$ cat src/design/bpp_pkg.sv
package bpp_pkg;

  localparam int unsigned VM_COUNT    = 8;
  localparam int unsigned PAGE_LIMIT  = 4096;
  localparam int unsigned VM_W        = $clog2(VM_COUNT);
  localparam int unsigned CNT_W       = $clog2(VM_COUNT + 1);
  localparam int unsigned PAGE_W      = 13;
  localparam int unsigned SUM_W       = PAGE_W + 1;
  localparam int unsigned STRESS_W    = 2;
  localparam int unsigned ACT_W       = 4;
  localparam int unsigned CEIL_W      = 13;
  localparam int unsigned GROW_W      = 12;
  localparam int unsigned CFG_IDX_W   = 2;
  localparam int unsigned CFG_DATA_W  = 13;
  localparam int unsigned TRIM_PERIOD = 4;
  localparam int unsigned PHASE_W     = $clog2(TRIM_PERIOD);
  localparam int unsigned UC_DEPTH    = 8;
  localparam int unsigned UC_W        = $clog2(UC_DEPTH);

  localparam logic [ACT_W-1:0]   ACTIVE_VMS_RST   = ACT_W'(1);
  localparam logic [CEIL_W-1:0]  PAGE_CEILING_RST = CEIL_W'(200);
  localparam logic [GROW_W-1:0]  GROW_STEP_RST    = GROW_W'(10);
  localparam logic [PHASE_W-1:0] PHASE_LAST       = PHASE_W'(TRIM_PERIOD - 1);

  typedef enum logic [CFG_IDX_W-1:0] {
    CFG_ACTIVE_VMS   = 2'd0,
    CFG_PAGE_CEILING = 2'd1,
    CFG_GROW_STEP    = 2'd2
  } cfg_reg_e;

  typedef enum logic {
    OP_REPORT = 1'b0,
    OP_TICK   = 1'b1
  } op_e;

  typedef enum logic [STRESS_W-1:0] {
    STRESS_NONE = 2'd0,
    STRESS_LOW  = 2'd1,
    STRESS_CRIT = 2'd2
  } stress_e;

  typedef enum logic {
    ACT_INFLATE = 1'b0,
    ACT_DEFLATE = 1'b1
  } action_e;

  typedef enum logic [1:0] {
    CAUSE_RELIEF = 2'd0,
    CAUSE_IDLE   = 2'd1,
    CAUSE_TRIM   = 2'd2
  } cause_e;

  typedef enum logic [1:0] {
    SCAN_NONE   = 2'd0,
    SCAN_STRESS = 2'd1,
    SCAN_MIN    = 2'd2,
    SCAN_MAX    = 2'd3
  } scan_e;

  typedef enum logic [1:0] {
    EVAL_NONE   = 2'd0,
    EVAL_RELIEF = 2'd1,
    EVAL_IDLE   = 2'd2,
    EVAL_TRIM   = 2'd3
  } eval_e;

  typedef enum logic [1:0] {
    COND_NEXT     = 2'd0,
    COND_MORE     = 2'd1,
    COND_PHASE_NZ = 2'd2
  } cond_e;

  typedef struct packed {
    scan_e           scan;
    eval_e           eval;
    logic            phase_adv;
    logic            flush;
    cond_e           cond;
    logic [UC_W-1:0] target;
    logic            done;
  } ctl_t;

  typedef struct packed {
    logic hold;
    logic scan_last;
    logic phase_nz;
  } stat_t;

  typedef struct packed {
    logic                we;
    logic [VM_W-1:0]     slot;
    logic [PAGE_W-1:0]   pages;
    logic [STRESS_W-1:0] stress;
  } rpt_t;

  localparam ctl_t UC_NOP = '{
    scan: SCAN_NONE, eval: EVAL_NONE, phase_adv: 1'b0, flush: 1'b0,
    cond: COND_NEXT, target: '0, done: 1'b0
  };

  // program addresses
  localparam logic [UC_W-1:0] UC_SCAN_STRESS = UC_W'(0);
  localparam logic [UC_W-1:0] UC_RELIEF      = UC_W'(1);
  localparam logic [UC_W-1:0] UC_SCAN_MIN    = UC_W'(2);
  localparam logic [UC_W-1:0] UC_IDLE        = UC_W'(3);
  localparam logic [UC_W-1:0] UC_PHASE       = UC_W'(4);
  localparam logic [UC_W-1:0] UC_SCAN_MAX    = UC_W'(5);
  localparam logic [UC_W-1:0] UC_TRIM        = UC_W'(6);
  localparam logic [UC_W-1:0] UC_FLUSH       = UC_W'(7);

  function automatic ctl_t uc_word(logic [UC_W-1:0] step);
    ctl_t w;
    w = UC_NOP;
    case (step)
      UC_SCAN_STRESS: begin
        w.scan   = SCAN_STRESS;
        w.cond   = COND_MORE;
        w.target = UC_SCAN_STRESS;
      end
      UC_RELIEF: begin
        w.eval = EVAL_RELIEF;
      end
      UC_SCAN_MIN: begin
        w.scan   = SCAN_MIN;
        w.cond   = COND_MORE;
        w.target = UC_SCAN_MIN;
      end
      UC_IDLE: begin
        w.eval = EVAL_IDLE;
      end
      UC_PHASE: begin
        // trim only on the tick where the phase wraps
        w.phase_adv = 1'b1;
        w.cond      = COND_PHASE_NZ;
        w.target    = UC_FLUSH;
      end
      UC_SCAN_MAX: begin
        w.scan   = SCAN_MAX;
        w.cond   = COND_MORE;
        w.target = UC_SCAN_MAX;
      end
      UC_TRIM: begin
        w.eval = EVAL_TRIM;
      end
      UC_FLUSH: begin
        w.flush = 1'b1;
        w.done  = 1'b1;
      end
      default: begin
        w = UC_NOP;
      end
    endcase
    return w;
  endfunction

endpackage

$ cat src/design/bpp_seq.sv
module bpp_seq (
  input  logic           clk_i,
  input  logic           rst_ni,
  input  logic           start_i,
  input  bpp_pkg::stat_t stat_i,
  output bpp_pkg::ctl_t  ctl_o,
  output logic           busy_o
);
  import bpp_pkg::*;

  logic            run_q, run_d;
  logic [UC_W-1:0] step_q, step_d;
  ctl_t            word;
  logic            taken;

  assign word = uc_word(step_q);

  always_comb begin
    case (word.cond)
      COND_MORE:     taken = !stat_i.scan_last;
      COND_PHASE_NZ: taken = stat_i.phase_nz;
      default:       taken = 1'b0;
    endcase
  end

  always_comb begin
    run_d  = run_q;
    step_d = step_q;
    if (!run_q) begin
      if (start_i) begin
        run_d  = 1'b1;
        step_d = UC_SCAN_STRESS;
      end
    end else if (!stat_i.hold) begin
      if (word.done) begin
        run_d = 1'b0;
      end else if (taken) begin
        step_d = word.target;
      end else begin
        step_d = step_q + UC_W'(1);
      end
    end
  end

  always_comb begin
    ctl_o  = run_q ? word : UC_NOP;
    busy_o = run_q;
  end

  always_ff @(posedge clk_i or negedge rst_ni) begin
    if (!rst_ni) begin
      run_q  <= 1'b0;
      step_q <= '0;
    end else begin
      run_q  <= run_d;
      step_q <= step_d;
    end
  end

endmodule

$ cat src/design/bpp_dpath.sv
module bpp_dpath (
  input  logic                          clk_i,
  input  logic                          rst_ni,
  input  bpp_pkg::ctl_t                 ctl_i,
  output bpp_pkg::stat_t                stat_o,
  input  bpp_pkg::rpt_t                 rpt_i,
  input  logic [bpp_pkg::ACT_W-1:0]     active_vms_i,
  input  logic [bpp_pkg::CEIL_W-1:0]    page_ceiling_i,
  input  logic [bpp_pkg::GROW_W-1:0]    grow_step_i,
  input  logic                          out_stall_i,
  output logic                          out_valid_o,
  output logic [bpp_pkg::VM_W-1:0]      target_vm_o,
  output logic                          action_o,
  output logic [bpp_pkg::PAGE_W-1:0]    goal_pages_o,
  output logic [1:0]                    cause_o,
  output logic                          final_res_o
);
  import bpp_pkg::*;

  logic [PAGE_W-1:0]   page_q   [VM_COUNT];
  logic [STRESS_W-1:0] stress_q [VM_COUNT];
  logic [PHASE_W-1:0]  phase_q;

  logic [VM_W-1:0]     idx_q;
  logic [VM_W-1:0]     sel_q;
  logic [STRESS_W-1:0] worst_q;
  logic [PAGE_W-1:0]   best_q;

  logic                pend_vld_q;
  logic [VM_W-1:0]     pend_vm_q;
  logic                pend_act_q;
  logic [PAGE_W-1:0]   pend_goal_q;
  logic [1:0]          pend_cause_q;

  logic                out_vld_q, out_vld_d;
  logic [VM_W-1:0]     out_vm_q;
  logic                out_act_q;
  logic [PAGE_W-1:0]   out_goal_q;
  logic [1:0]          out_cause_q;
  logic                out_fin_q;

  logic [CNT_W-1:0]    n_eff;
  logic [CEIL_W-1:0]   ceil_eff;
  logic [VM_W-1:0]     rd_addr;
  logic [PAGE_W-1:0]   rd_page;
  logic [STRESS_W-1:0] rd_st;
  logic                first, last;
  logic [SUM_W-1:0]    grow_sum;

  logic                eval_on, cmd_issue, cmd_act;
  logic [PAGE_W-1:0]   cmd_goal;
  logic [1:0]          cmd_cause;
  logic                out_free, hold, commit, flush_go, out_load;

  always_comb begin
    if (active_vms_i == '0) begin
      n_eff = CNT_W'(1);
    end else if (active_vms_i > ACT_W'(VM_COUNT)) begin
      n_eff = CNT_W'(VM_COUNT);
    end else begin
      n_eff = CNT_W'(active_vms_i);
    end
    ceil_eff = (page_ceiling_i > CEIL_W'(PAGE_LIMIT)) ? CEIL_W'(PAGE_LIMIT) : page_ceiling_i;
  end

  // scans walk the records, evaluation steps look at the chosen VM
  assign rd_addr = (ctl_i.scan != SCAN_NONE) ? idx_q : sel_q;
  assign rd_page = page_q[rd_addr];
  assign rd_st   = stress_q[rd_addr];
  assign first   = (idx_q == '0);
  assign last    = (CNT_W'(idx_q) == (n_eff - CNT_W'(1)));
  assign grow_sum = {1'b0, rd_page} + SUM_W'(grow_step_i);

  always_comb begin
    eval_on   = (ctl_i.eval != EVAL_NONE);
    cmd_issue = 1'b0;
    cmd_goal  = '0;
    cmd_act   = ACT_INFLATE;
    cmd_cause = CAUSE_RELIEF;
    case (ctl_i.eval)
      EVAL_RELIEF: begin
        cmd_issue = (worst_q != STRESS_NONE) && (rd_page != '0);
        cmd_goal  = (worst_q == STRESS_CRIT) ? '0 : (rd_page >> 1);
        cmd_act   = ACT_DEFLATE;
        cmd_cause = CAUSE_RELIEF;
      end
      EVAL_IDLE: begin
        cmd_issue = (grow_sum <= {1'b0, ceil_eff});
        cmd_goal  = grow_sum[PAGE_W-1:0];
        cmd_act   = ACT_INFLATE;
        cmd_cause = CAUSE_IDLE;
      end
      EVAL_TRIM: begin
        cmd_issue = (rd_page != '0);
        cmd_goal  = rd_page >> 1;
        cmd_act   = ACT_DEFLATE;
        cmd_cause = CAUSE_TRIM;
      end
      default: begin
        cmd_issue = 1'b0;
      end
    endcase
  end

  // one command is held back so the last of a tick can carry the final flag
  always_comb begin
    out_free = !out_vld_q || !out_stall_i;
    hold     = pend_vld_q && !out_free && ((eval_on && cmd_issue) || ctl_i.flush);
    commit   = eval_on && cmd_issue && !hold;
    flush_go = ctl_i.flush && pend_vld_q && !hold;
    out_load = (commit && pend_vld_q) || flush_go;
    if (out_load) begin
      out_vld_d = 1'b1;
    end else if (out_vld_q && !out_stall_i) begin
      out_vld_d = 1'b0;
    end else begin
      out_vld_d = out_vld_q;
    end
  end

  always_comb begin
    stat_o.hold      = hold;
    stat_o.scan_last = last;
    stat_o.phase_nz  = (phase_q != PHASE_LAST);
  end

  always_ff @(posedge clk_i or negedge rst_ni) begin
    if (!rst_ni) begin
      for (int i = 0; i < VM_COUNT; i++) begin
        page_q[i]   <= '0;
        stress_q[i] <= STRESS_NONE;
      end
      phase_q    <= '0;
      idx_q      <= '0;
      pend_vld_q <= 1'b0;
      out_vld_q  <= 1'b0;
    end else begin
      if (rpt_i.we) begin
        page_q[rpt_i.slot]   <= rpt_i.pages;
        stress_q[rpt_i.slot] <= rpt_i.stress;
      end else if (commit) begin
        page_q[sel_q] <= cmd_goal;
      end
      if (ctl_i.phase_adv) begin
        phase_q <= phase_q + PHASE_W'(1);
      end
      if (ctl_i.scan != SCAN_NONE) begin
        idx_q <= last ? '0 : idx_q + VM_W'(1);
      end
      if (commit) begin
        pend_vld_q <= 1'b1;
      end else if (flush_go) begin
        pend_vld_q <= 1'b0;
      end
      out_vld_q <= out_vld_d;
    end
  end

  always_ff @(posedge clk_i) begin
    case (ctl_i.scan)
      SCAN_STRESS: begin
        if (first || (rd_st > worst_q)) begin
          worst_q <= rd_st;
          sel_q   <= idx_q;
        end
      end
      SCAN_MIN: begin
        if (first || (rd_page < best_q)) begin
          best_q <= rd_page;
          sel_q  <= idx_q;
        end
      end
      SCAN_MAX: begin
        if (first || (rd_page > best_q)) begin
          best_q <= rd_page;
          sel_q  <= idx_q;
        end
      end
      default: begin
      end
    endcase
    if (out_load) begin
      out_vm_q    <= pend_vm_q;
      out_act_q   <= pend_act_q;
      out_goal_q  <= pend_goal_q;
      out_cause_q <= pend_cause_q;
      out_fin_q   <= flush_go;
    end
    if (commit) begin
      pend_vm_q    <= sel_q;
      pend_act_q   <= cmd_act;
      pend_goal_q  <= cmd_goal;
      pend_cause_q <= cmd_cause;
    end
  end

  assign out_valid_o  = out_vld_q;
  assign target_vm_o  = out_vm_q;
  assign action_o     = out_act_q;
  assign goal_pages_o = out_goal_q;
  assign cause_o      = out_cause_q;
  assign final_res_o  = out_fin_q;

endmodule

$ cat src/design/balloon_page_policy.sv
// Balloon page policy for up to eight VMs. A report beat (op 0) overwrites one
// VM's page and pressure record in the cycle it is accepted and gives no result.
// A tick beat (op 1) runs a short microcode program over the records: a pressure
// scan, an idle-inflate scan and, on every fourth tick, a trim scan, each
// followed by one evaluation step that may issue a command. A scan visits the
// records of the active VMs (active_vms clamped to 1..8) one at a time, since
// the records are read through a single port. The input stays stalled while
// the program runs, also while a command waits on a stalled output register.
// Up to three command beats follow a tick; the last one has final_res set.
// Configuration may be written only while the block is idle.
module balloon_page_policy (
  input  logic                             clk_i,
  input  logic                             rst_ni,
  input  logic                             cfg_we_i,
  input  logic [bpp_pkg::CFG_IDX_W-1:0]    cfg_index_i,
  input  logic [bpp_pkg::CFG_DATA_W-1:0]   cfg_data_i,
  input  logic                             in_valid_i,
  output logic                             in_stall_o,
  input  logic                             op_i,
  input  logic [2:0]                       vm_slot_i,
  input  logic [12:0]                      held_pages_i,
  input  logic [1:0]                       stress_level_i,
  output logic                             out_valid_o,
  input  logic                             out_stall_i,
  output logic [2:0]                       target_vm_o,
  output logic                             action_o,
  output logic [12:0]                      goal_pages_o,
  output logic [1:0]                       cause_o,
  output logic                             final_res_o
);
  import bpp_pkg::*;

  logic [ACT_W-1:0]  active_vms_q;
  logic [CEIL_W-1:0] page_ceiling_q;
  logic [GROW_W-1:0] grow_step_q;

  logic  busy, in_acc, start;
  rpt_t  rpt;
  ctl_t  ctl;
  stat_t stat;

  assign in_stall_o = busy;
  assign in_acc     = in_valid_i && !busy;
  assign start      = in_acc && (op_i == OP_TICK);

  // report clamping: oversized page counts and the unused pressure code
  always_comb begin
    rpt.we     = in_acc && (op_i == OP_REPORT);
    rpt.slot   = VM_W'(vm_slot_i);
    rpt.pages  = (held_pages_i > PAGE_W'(PAGE_LIMIT)) ? PAGE_W'(PAGE_LIMIT)
                                                       : PAGE_W'(held_pages_i);
    rpt.stress = (stress_level_i > STRESS_CRIT) ? STRESS_CRIT : stress_level_i;
  end

  always_ff @(posedge clk_i or negedge rst_ni) begin
    if (!rst_ni) begin
      active_vms_q   <= ACTIVE_VMS_RST;
      page_ceiling_q <= PAGE_CEILING_RST;
      grow_step_q    <= GROW_STEP_RST;
    end else if (cfg_we_i) begin
      case (cfg_index_i)
        CFG_ACTIVE_VMS:   active_vms_q   <= cfg_data_i[ACT_W-1:0];
        CFG_PAGE_CEILING: page_ceiling_q <= cfg_data_i[CEIL_W-1:0];
        CFG_GROW_STEP:    grow_step_q    <= cfg_data_i[GROW_W-1:0];
        default: begin
        end
      endcase
    end
  end

  bpp_seq u_seq (
    .clk_i   (clk_i),
    .rst_ni  (rst_ni),
    .start_i (start),
    .stat_i  (stat),
    .ctl_o   (ctl),
    .busy_o  (busy)
  );

  bpp_dpath u_dpath (
    .clk_i          (clk_i),
    .rst_ni         (rst_ni),
    .ctl_i          (ctl),
    .stat_o         (stat),
    .rpt_i          (rpt),
    .active_vms_i   (active_vms_q),
    .page_ceiling_i (page_ceiling_q),
    .grow_step_i    (grow_step_q),
    .out_stall_i    (out_stall_i),
    .out_valid_o    (out_valid_o),
    .target_vm_o    (target_vm_o),
    .action_o       (action_o),
    .goal_pages_o   (goal_pages_o),
    .cause_o        (cause_o),
    .final_res_o    (final_res_o)
  );

endmodule
$ cat config.mk
export PLATFORM = sky130hd
export DESIGN_NAME = balloon_page_policy
export DESIGN_NICKNAME = d
export VERILOG_FILES = /design/src/design/bpp_pkg.sv /design/src/design/bpp_seq.sv /design/src/design/bpp_dpath.sv /design/src/design/balloon_page_policy.sv
export SDC_FILE = /design/constraint.sdc
export NUM_CORES = 1
export LEC_CHECK = 0
export BUFFER_PORTS_ARGS = -buffer_cell sky130_fd_sc_hd__buf_2
export CAP_MARGIN = 20
export CORE_MARGIN = 5
export CORE_UTILIZATION = 32
export CTS_CLUSTER_DIAMETER = 40
export DETAILED_ROUTE_END_ITERATION = 16
export PLACE_DENSITY_LB_ADDON = 0.08
export SKIP_LAST_GASP = 1
export SYNTH_ARGS = -nofsm -noshare
export SYNTH_HDL_FRONTEND = slang
export SYNTH_HIERARCHICAL = 1
export SYNTH_SLANG_ARGS = --single-unit
$ cat constraint.sdc
create_clock -name clk_i -period 9 [get_ports clk_i]
set_input_delay 0.45 -clock clk_i [delete_from_list [all_inputs] [get_ports clk_i]]
set_output_delay 0.45 -clock clk_i [all_outputs]
set_load 0.01 [all_outputs]
==> results.yml, run 1 <==
clocking:
  clock_path_buffers: 3
  clkSlewWorstSetupHoldPaths_ps: 60
  clk_root_buffer_cell: "clkbuf_16"
  cts_resized: 0
  cts_buffers: 47
  htreeDepth: 2
  cts_hold_buffers: 0
  cts_tree: "done"
  insertion_delay_ps: 560
  cts_setup_buffers: 0
  numClockSinks: 217
finish:
  final_area_um2: 14500
  fin_nets: 1184
  antenna_cells: 0
  layout-drive-gt1-share: 0.253
  syn_to_final_growth_pct: 20.7
  fill_cells: 3592
setup_path:
  worstPathArrival_ps: 8170
  critPathLaunchType: "register"
  crit_type: "register to register"
  critPathCaptureType: "register"
  critPathCapture: "u_dpath/page_q[103]$_DFFE_PN0P_"
  critPathLaunch: "u_seq/step_q[0]$_DFFE_PN0P_"
  ff2ff_setup_slack_ps: 1330
  cp_max_fo: 35
  reg2reg_from: "u_seq/step_q[0]$_DFFE_PN0P_"
  reg2reg_to: "u_dpath/page_q[103]$_DFFE_PN0P_"
  crit_required_ps: 9500
  reg2regPathDepth: 27
detailed_routing:
  wl_mm: 38.8
  ant_nets: 0
  drc: 0
  wl_per_cell_um: 24.2
  drt_iter0_markers: 615
  vias_per_cell: 5.44
  firstDrtPassIters: 5
  vias: 8720
grt:
  grt_pass1_vias: 9062
  grt.total_usage: 0.189
  grt_max_degree: 91
  antenna_found_initial: 0
  grt_pass1_wl_mm: 59.5
  grt_overflow_total: 0
timing:
  tightest_slew_ps: 1120
  fmax_ghz: 0.130
  fin_skew_ps: 18.8
  tns_ps: 0
  drv_slew: 0
  max_slew_margin: 0.249
  period_share: 0.853
  rsz0062_at_grt: "false"
  setup_viol: 0
  fin_crit_ps: 7670
  whs_ps: -18.1
  setup_ws_ps: 1330
  hold_viol_final: 5
yosys:
  synth_nets: 1113
  synth_area_um2: 12000
  postSynthAreaPerCell_um2: 11.7
  ys_warn_count: 6
  synthCells: 1021
die:
  die_area_um2: 41500
  rows: 71
  io_pins: 61
  die_w_um: 204
  initial_core_util: 0.321
  die_h_um: 204
  design.core.area_um2: 37300
place:
  post-place-ws_ps: 1310
  globalplace.congestion: 0.787
  dp_hpwl_mm: 25.8
  post_dp_cell_area_um2: 12800
  port_buffers: 60
status:
  status: "finished with violations"
  violations: "negative hold slack"
job:
  max-cap-violations: 0
hold_path:
  hold_class: "input pin to asynchronous set/reset pin"
-- cell type report --
class / instances / area [µm²] / share of cell area
Clock inverter: 31 / 324 / 0.0224
Inverter: 40 / 150 / 0.0104
Multi-Input combinational cell: 691 / 5770 / 0.399
Tap cell: 474 / 593 / 0.0410
Clock buffer: 56 / 1310 / 0.0907
Sequential cell: 217 / 5720 / 0.395
Timing Repair Buffer: 95 / 606 / 0.0418
-- how the worst min path moves through the flow --
stage / from / end / slack, ps
finish: rst_ni / active_vms_q[2]$_DFFE_PN0P_ / -20
detailed placement: u_dpath/pend_goal_q[0]$_DFFE_PP_ / u_dpath/goal_pages_o[0]$_DFFE_PP_ / 400
CTS: rst_ni / page_ceiling_q[0]$_DFFE_PN0P_ / 30
floorplan: rst_ni / active_vms_q[1]$_DFFE_PN0P_ / 150
global route: rst_ni / active_vms_q[2]$_DFFE_PN0P_ / 50
global placement: u_dpath/pend_goal_q[8]$_DFFE_PP_ / u_dpath/goal_pages_o[8]$_DFFE_PP_ / 400
-- stage by stage --
step / util / hold WS [ps] / instances
floorplan: - / 154 / 1021
global placement: 0.343 / 402 / 1515
detailed placement: 0.343 / 405 / 1515
CTS: 0.387 / 31.9 / 1602
global route: 0.388 / 50.6 / 1604
finish: 0.388 / -18.1 / 1604
-- per-layer routing --
metal,vias to the layer above,global-route usage,part of all wire
met1,4415,0.268,0.47
met5,-,0,0
met2,216,0.293,0.46
met3,53,0.0386,0.048
li1,4036,-,-
met4,0,0.0537,0.024
-- cell usage in the layout, fill, tap and decap left out, types with 14 or more instances in the layout --
master,n
nor2_1,32
and2_1,25
clkbuf_16,50
mux2i_1,56
dfrtp_1,154
nor2b_1,23
ha_1,52
o21ai_0,29
a22oi_1,84
edfxtp_1,57
buf_4,32
a21oi_1,28
nand2_1,49
o2bb2ai_1,80
buf_2,59
mux2_4,20
a21o_1,14
inv_1,31
mux2_2,44
-- sequential cells by signal, indices dropped and copies added (netlist names), 4 cells and up --
signal                flops
u_dpath/page_q          104
u_dpath/stress_q         16
page_ceiling_q           13
u_dpath/best_q           13
u_dpath/goal_pages_o     13
u_dpath/pend_goal_q      13
grow_step_q              12
active_vms_q              4
-- worst max-delay path: stages, from the launching register on --
cell and delay, ps:
dfrtp_1 450, inv_1 110, ha_1 270, nand2_1 80, a21oi_1 480, nor2_4 170
mux2i_4 180, buf_4 560, mux4_2 590, mux2_2 370, ha_1 370, and3_1 190
a221oi_1 380, o21ai_0 260, a21o_1 230, a21oi_1 160, xnor2_1 120, ha_1 310
and4_1 160, nand3_1 100, o221ai_1 180, a21oi_1 90, o211a_1 280, and2_0 150
a31o_2 280, buf_4 240, a21oi_2 600, a21o_1 210
Power of run 1 is not shown: default switching activity piles up to over one toggle a cycle in this logic, so the estimate is an artifact.
==> inputs of run 2 (changes only) <==
- CORE_MARGIN: 5 -> unset
- CTS_BUF_LIST: unset -> sky130_fd_sc_hd__clkbuf_8
==> results.yml, run 2 (same netlist as run 1, synthesis figures left out) <==
setup_path:
  reg2regPathDepth: 28
  cp_max_fo: 15
  crit_path_frequent_cell: "a21oi_1"
  reg2reg_to: "u_dpath/page_q[22]$_DFFE_PN0P_"
  crit_buf_inv: 3
  critPathCaptureType: "register"
  worstPathArrival_ps: 8310
  ff2ff_setup_slack_ps: 1210
  crit_type: "register to register"
  crit_family: "compound AO/OA/AOI/OAI gates"
  crit_required_ps: 9520
  crit_slowest_cell: "mux2i_4"
  cpPeakStageDelay_ps: 630
  critPathLaunchType: "register"
  reg2reg_from: "u_seq/step_q[0]$_DFFE_PN0P_"
timing:
  period_share: 0.865
  rsz0062_at_grt: "false"
  fmax_ghz: 0.128
  tns_ps: 0
  fin_skew_ps: 38.7
  setup_viol: 0
  tightest_slew_ps: 1100
  hold_viol_final: 0
  fin_crit_ps: 7790
  max_slew_margin: 0.261
  drv_slew: 0
status:
  status: "completed"
hold_path:
  hold_depth: 2
  min_to: "page_ceiling_q[12]$_DFFE_PN0P_"
  min_from: "cfg_data_i[12]"
  hold_class: "input pin to register"
place:
  dp_hpwl_mm: 26.1
  globalplace.congestion: 0.809
  post_dp_cell_area_um2: 12800
  port_buffers: 60
grt:
  grt.total_usage: 0.211
  grt_overflow_total: 0
  antenna_found_initial: 0
  grt_pass1_vias: 9131
  grt_max_degree: 97
  grt_pass1_wl_mm: 59.6
finish:
  layout-drive-gt1-share: 0.248
  fin_nets: 1192
  final_common_cell: "dfrtp_1"
  layout_common_cells: "dfrtp_1, a22oi_1, o2bb2ai_1, clkbuf_8, buf_2"
  antenna_cells: 0
  final_area_um2: 14000
  fill_cells: 3615
  regMostFlops: "u_dpath/page_q"
  syn_to_final_growth_pct: 16.9
  largest_register_ff_count: 104
  reg_top3: "u_dpath/page_q (104), u_dpath/stress_q (16)"
die:
  io_pins: 61
  rows: 70
  design.core.area_um2: 36800
  die_h_um: 196
  initial_core_util: 0.326
  die_w_um: 196
  die_area_um2: 38300
clocking:
  cts_buffers: 50
  clkSlewWorstSetupHoldPaths_ps: 50
  cts_resized: 0
  cts_setup_buffers: 0
  clk_root_buffer_cell: "clkbuf_8"
  numClockSinks: 217
  cts_tree: "done"
  insertion_delay_ps: 630
  clock_path_buffers: 3
  htreeDepth: 2
detailed_routing:
  vias_per_cell: 5.52
  wl_mm: 39.5
  firstDrtPassIters: 5
  ant_nets: 0
  drt_iter0_markers: 690
  drc: 0
  wl_per_cell_um: 24.6
  vias: 8891
job:
  max-cap-violations: 0
## run 2: layer usage
layer  track usage  wire, µm
met4        0.0642       870
met1         0.289     18600
met5             0         0
met3        0.0432      2040
met2         0.334     18100
## run 2: area by class of cell
class,instances,area [µm²],share of cell area
well taps,468,586,0.0418
multi-input cells,691,5780,0.412
clock buffers,61,840,0.0599
inverters,40,150,0.0107
repair buffers,100,622,0.0443
clock inverters,33,327,0.0233
flip-flops and latches,217,5720,0.408
## run 2: worst max path at each step
stage	from	cells after the start	slack (ps)	endpoint
global route	u_seq/step_q[1]$_DFFE_PN0P_	28	740	u_dpath/page_q[76]$_DFFE_PN0P_
floorplan	u_seq/step_q[0]$_DFFE_PN0P_	25	2190	u_dpath/action_o$_DFFE_PP_
CTS	u_seq/step_q[0]$_DFFE_PN0P_	28	1240	u_dpath/page_q[22]$_DFFE_PN0P_
finish	u_seq/step_q[0]$_DFFE_PN0P_	28	1210	u_dpath/page_q[22]$_DFFE_PN0P_
global placement	u_seq/step_q[1]$_DFFE_PN0P_	28	1350	u_dpath/page_q[16]$_DFFE_PN0P_
detailed placement	u_seq/step_q[0]$_DFFE_PN0P_	28	1290	u_dpath/page_q[22]$_DFFE_PN0P_
## run 2: timing repair
action,in CTS,in global routing
hold buffers,1,0
setup endpoints to repair,0,0
endpoints found under the hold margin,31,0
## run 2: through the flow
stage                     hold WS, ps  setup slack (ps)   util  cells
after global placement            401              1350  0.349   1514
after global routing             32.5               737  0.381   1610
final                            69.1              1210  0.381   1610
after CTS                        37.3              1240  0.381   1609
after floorplan                   154              2190      -   1021
after detailed placement          406              1290  0.349   1514
Power of run 2 is left out for the same reason.
==> inputs of run 3 (changes only) <==
- RECOVER_POWER: unset -> 25
==> results.yml, run 3 (same netlist as run 1, synthesis figures left out) <==
die:
  rows: 70
  die_h_um: 196
  initial_core_util: 0.326
  io_pins: 61
  die_w_um: 196
  die_area_um2: 38300
  design.core.area_um2: 36800
setup_path:
  critPathLaunch: "u_seq/step_q[0]$_DFFE_PN0P_"
  critPathLaunchType: "register"
  crit_path_frequent_cell: "a21oi_1"
  reg2regPathDepth: 28
  cpPeakStageDelay_ps: 620
  reg2reg_from: "u_seq/step_q[0]$_DFFE_PN0P_"
  reg2reg_to: "u_dpath/page_q[22]$_DFFE_PN0P_"
  critPathCapture: "u_dpath/page_q[22]$_DFFE_PN0P_"
  crit_slowest_cell: "mux2i_4"
  critPathCaptureType: "register"
  ff2ff_setup_slack_ps: 1190
  cp_max_fo: 15
  crit_required_ps: 9520
  crit_type: "register to register"
  worstPathArrival_ps: 8340
clocking:
  cts_setup_buffers: 0
  clkSlewWorstSetupHoldPaths_ps: 50
  insertion_delay_ps: 630
  cts_tree: "done"
  cts_buffers: 50
  cts_resized: 0
  htreeDepth: 2
  clock_path_buffers: 3
  numClockSinks: 217
  clk_root_buffer_cell: "clkbuf_8"
detailed_routing:
  wl_mm: 39.6
  vias_per_cell: 5.55
  ant_nets: 0
  vias: 8928
  drt_iter0_markers: 657
  wl_per_cell_um: 24.6
  firstDrtPassIters: 7
  drc: 0
grt:
  grt_overflow_total: 0
  grt_pass1_wl_mm: 59.6
  grt.total_usage: 0.211
  antenna_found_initial: 0
  grt_pass1_vias: 9131
  grt_max_degree: 97
status:
  status: "finished with violations"
  violations: "max-capacitance violations, max-slew violations"
timing:
  hold_viol_final: 0
  tightest_slew_ps: 5650
  period_share: 0.868
  fin_crit_ps: 7810
  setup_viol: 0
  fin_skew_ps: 36.3
  tns_ps: 0
  fmax_ghz: 0.128
  max_slew_margin: -2.77
  rsz0062_at_grt: "false"
  drv_slew: 97
finish:
  largest_register_ff_count: 104
  syn_to_final_growth_pct: 16.1
  antenna_cells: 0
  fin_nets: 1192
  final_common_cell: "dfrtp_1"
  layout-drive-gt1-share: 0.228
  regMostFlops: "u_dpath/page_q"
  fill_cells: 3634
  layout_common_cells: "dfrtp_1, a22oi_1, o2bb2ai_1, clkbuf_8, buf_2"
  reg_top3: "u_dpath/page_q (104), u_dpath/stress_q (16)"
hold_path:
  hold_class: "input pin to register"
place:
  port_buffers: 60
  globalplace.congestion: 0.809
  dp_hpwl_mm: 26.1
job:
  max-cap-violations: 1
## run 3: cell types whose count changed in the layout (fill, tap and decap cells not counted), moves of 2 or more
| cell | change |
|---|---|
| mux2_4 | -17 |
| dfstp_1 | +2 |
| dfstp_2 | -2 |
| mux2_1 | +17 |
| clkbuf_1 | +2 |
| nand3b_1 | +2 |
| nand3b_4 | -2 |
## run 3: worst min path at each step
stage | start | end | slack [ps] | depth (start not counted)
after global routing | cfg_data_i[12] | page_ceiling_q[12]$_DFFE_PN0P_ | 30 | 2
final | cfg_data_i[4] | grow_step_q[4]$_DFFE_PN0P_ | 60 | 2
after detailed placement | u_dpath/pend_goal_q[2]$_DFFE_PP_ | u_dpath/goal_pages_o[2]$_DFFE_PP_ | 410 | 0
after global placement | u_dpath/pend_goal_q[6]$_DFFE_PP_ | u_dpath/goal_pages_o[6]$_DFFE_PP_ | 400 | 0
after CTS | cfg_data_i[12] | page_ceiling_q[12]$_DFFE_PN0P_ | 40 | 2
after floorplan | rst_ni | active_vms_q[1]$_DFFE_PN0P_ | 150 | 0
## run 3: layout make-up
type | count | area [µm²] | area share
Clock buffer | 61 | 840 | 0.0603
Clock inverter | 33 | 327 | 0.0235
Inverter | 40 | 150 | 0.0108
Multi-Input combinational cell | 691 | 5690 | 0.408
Sequential cell | 217 | 5720 | 0.411
Tap cell | 468 | 586 | 0.0420
Timing Repair Buffer | 100 | 613 | 0.0440
## run 3: through the flow
step	util	cells	hold WS [ps]	setup WS, ps	instance area (µm²)
global placement	0.349	1514	401	1350	12800
finish	0.379	1610	60.4	1190	13900
CTS	0.381	1609	37.3	1240	14000
floorplan	-	1021	154	2190	12000
detailed placement	0.349	1514	406	1290	12800
global route	0.379	1610	32.7	737	13900
## run 3: per-layer routing
metal  track usage  wire length, µm  share of wire  vias to the layer above
met5             0                0              0                        -
met3        0.0432             2110          0.053                       61
met2         0.334            18100           0.46                      266
met1         0.289            18600           0.47                     4557
met4        0.0642              821          0.021                        0
li1              -                -              -                     4044
## run 3: worst max-delay path: cells and delay by family (launching register included)
| family | cells | cell delay, ps |
|---|---|---|
| simple gates | 6 | 830 |
| fa+ha+maj | 3 | 920 |
| compound gates | 11 | 3160 |
| xor+xnor | 1 | 120 |
| flops | 1 | 440 |
| mux | 3 | 1520 |
| buf+inv | 4 | 710 |
## run 3: timing repair
item,4_1_cts,5_1_grt
hold buffers,1,0
setup endpoints to repair,0,0
hold endpoints to repair,31,0
Power of run 3 is left out for the same reason.
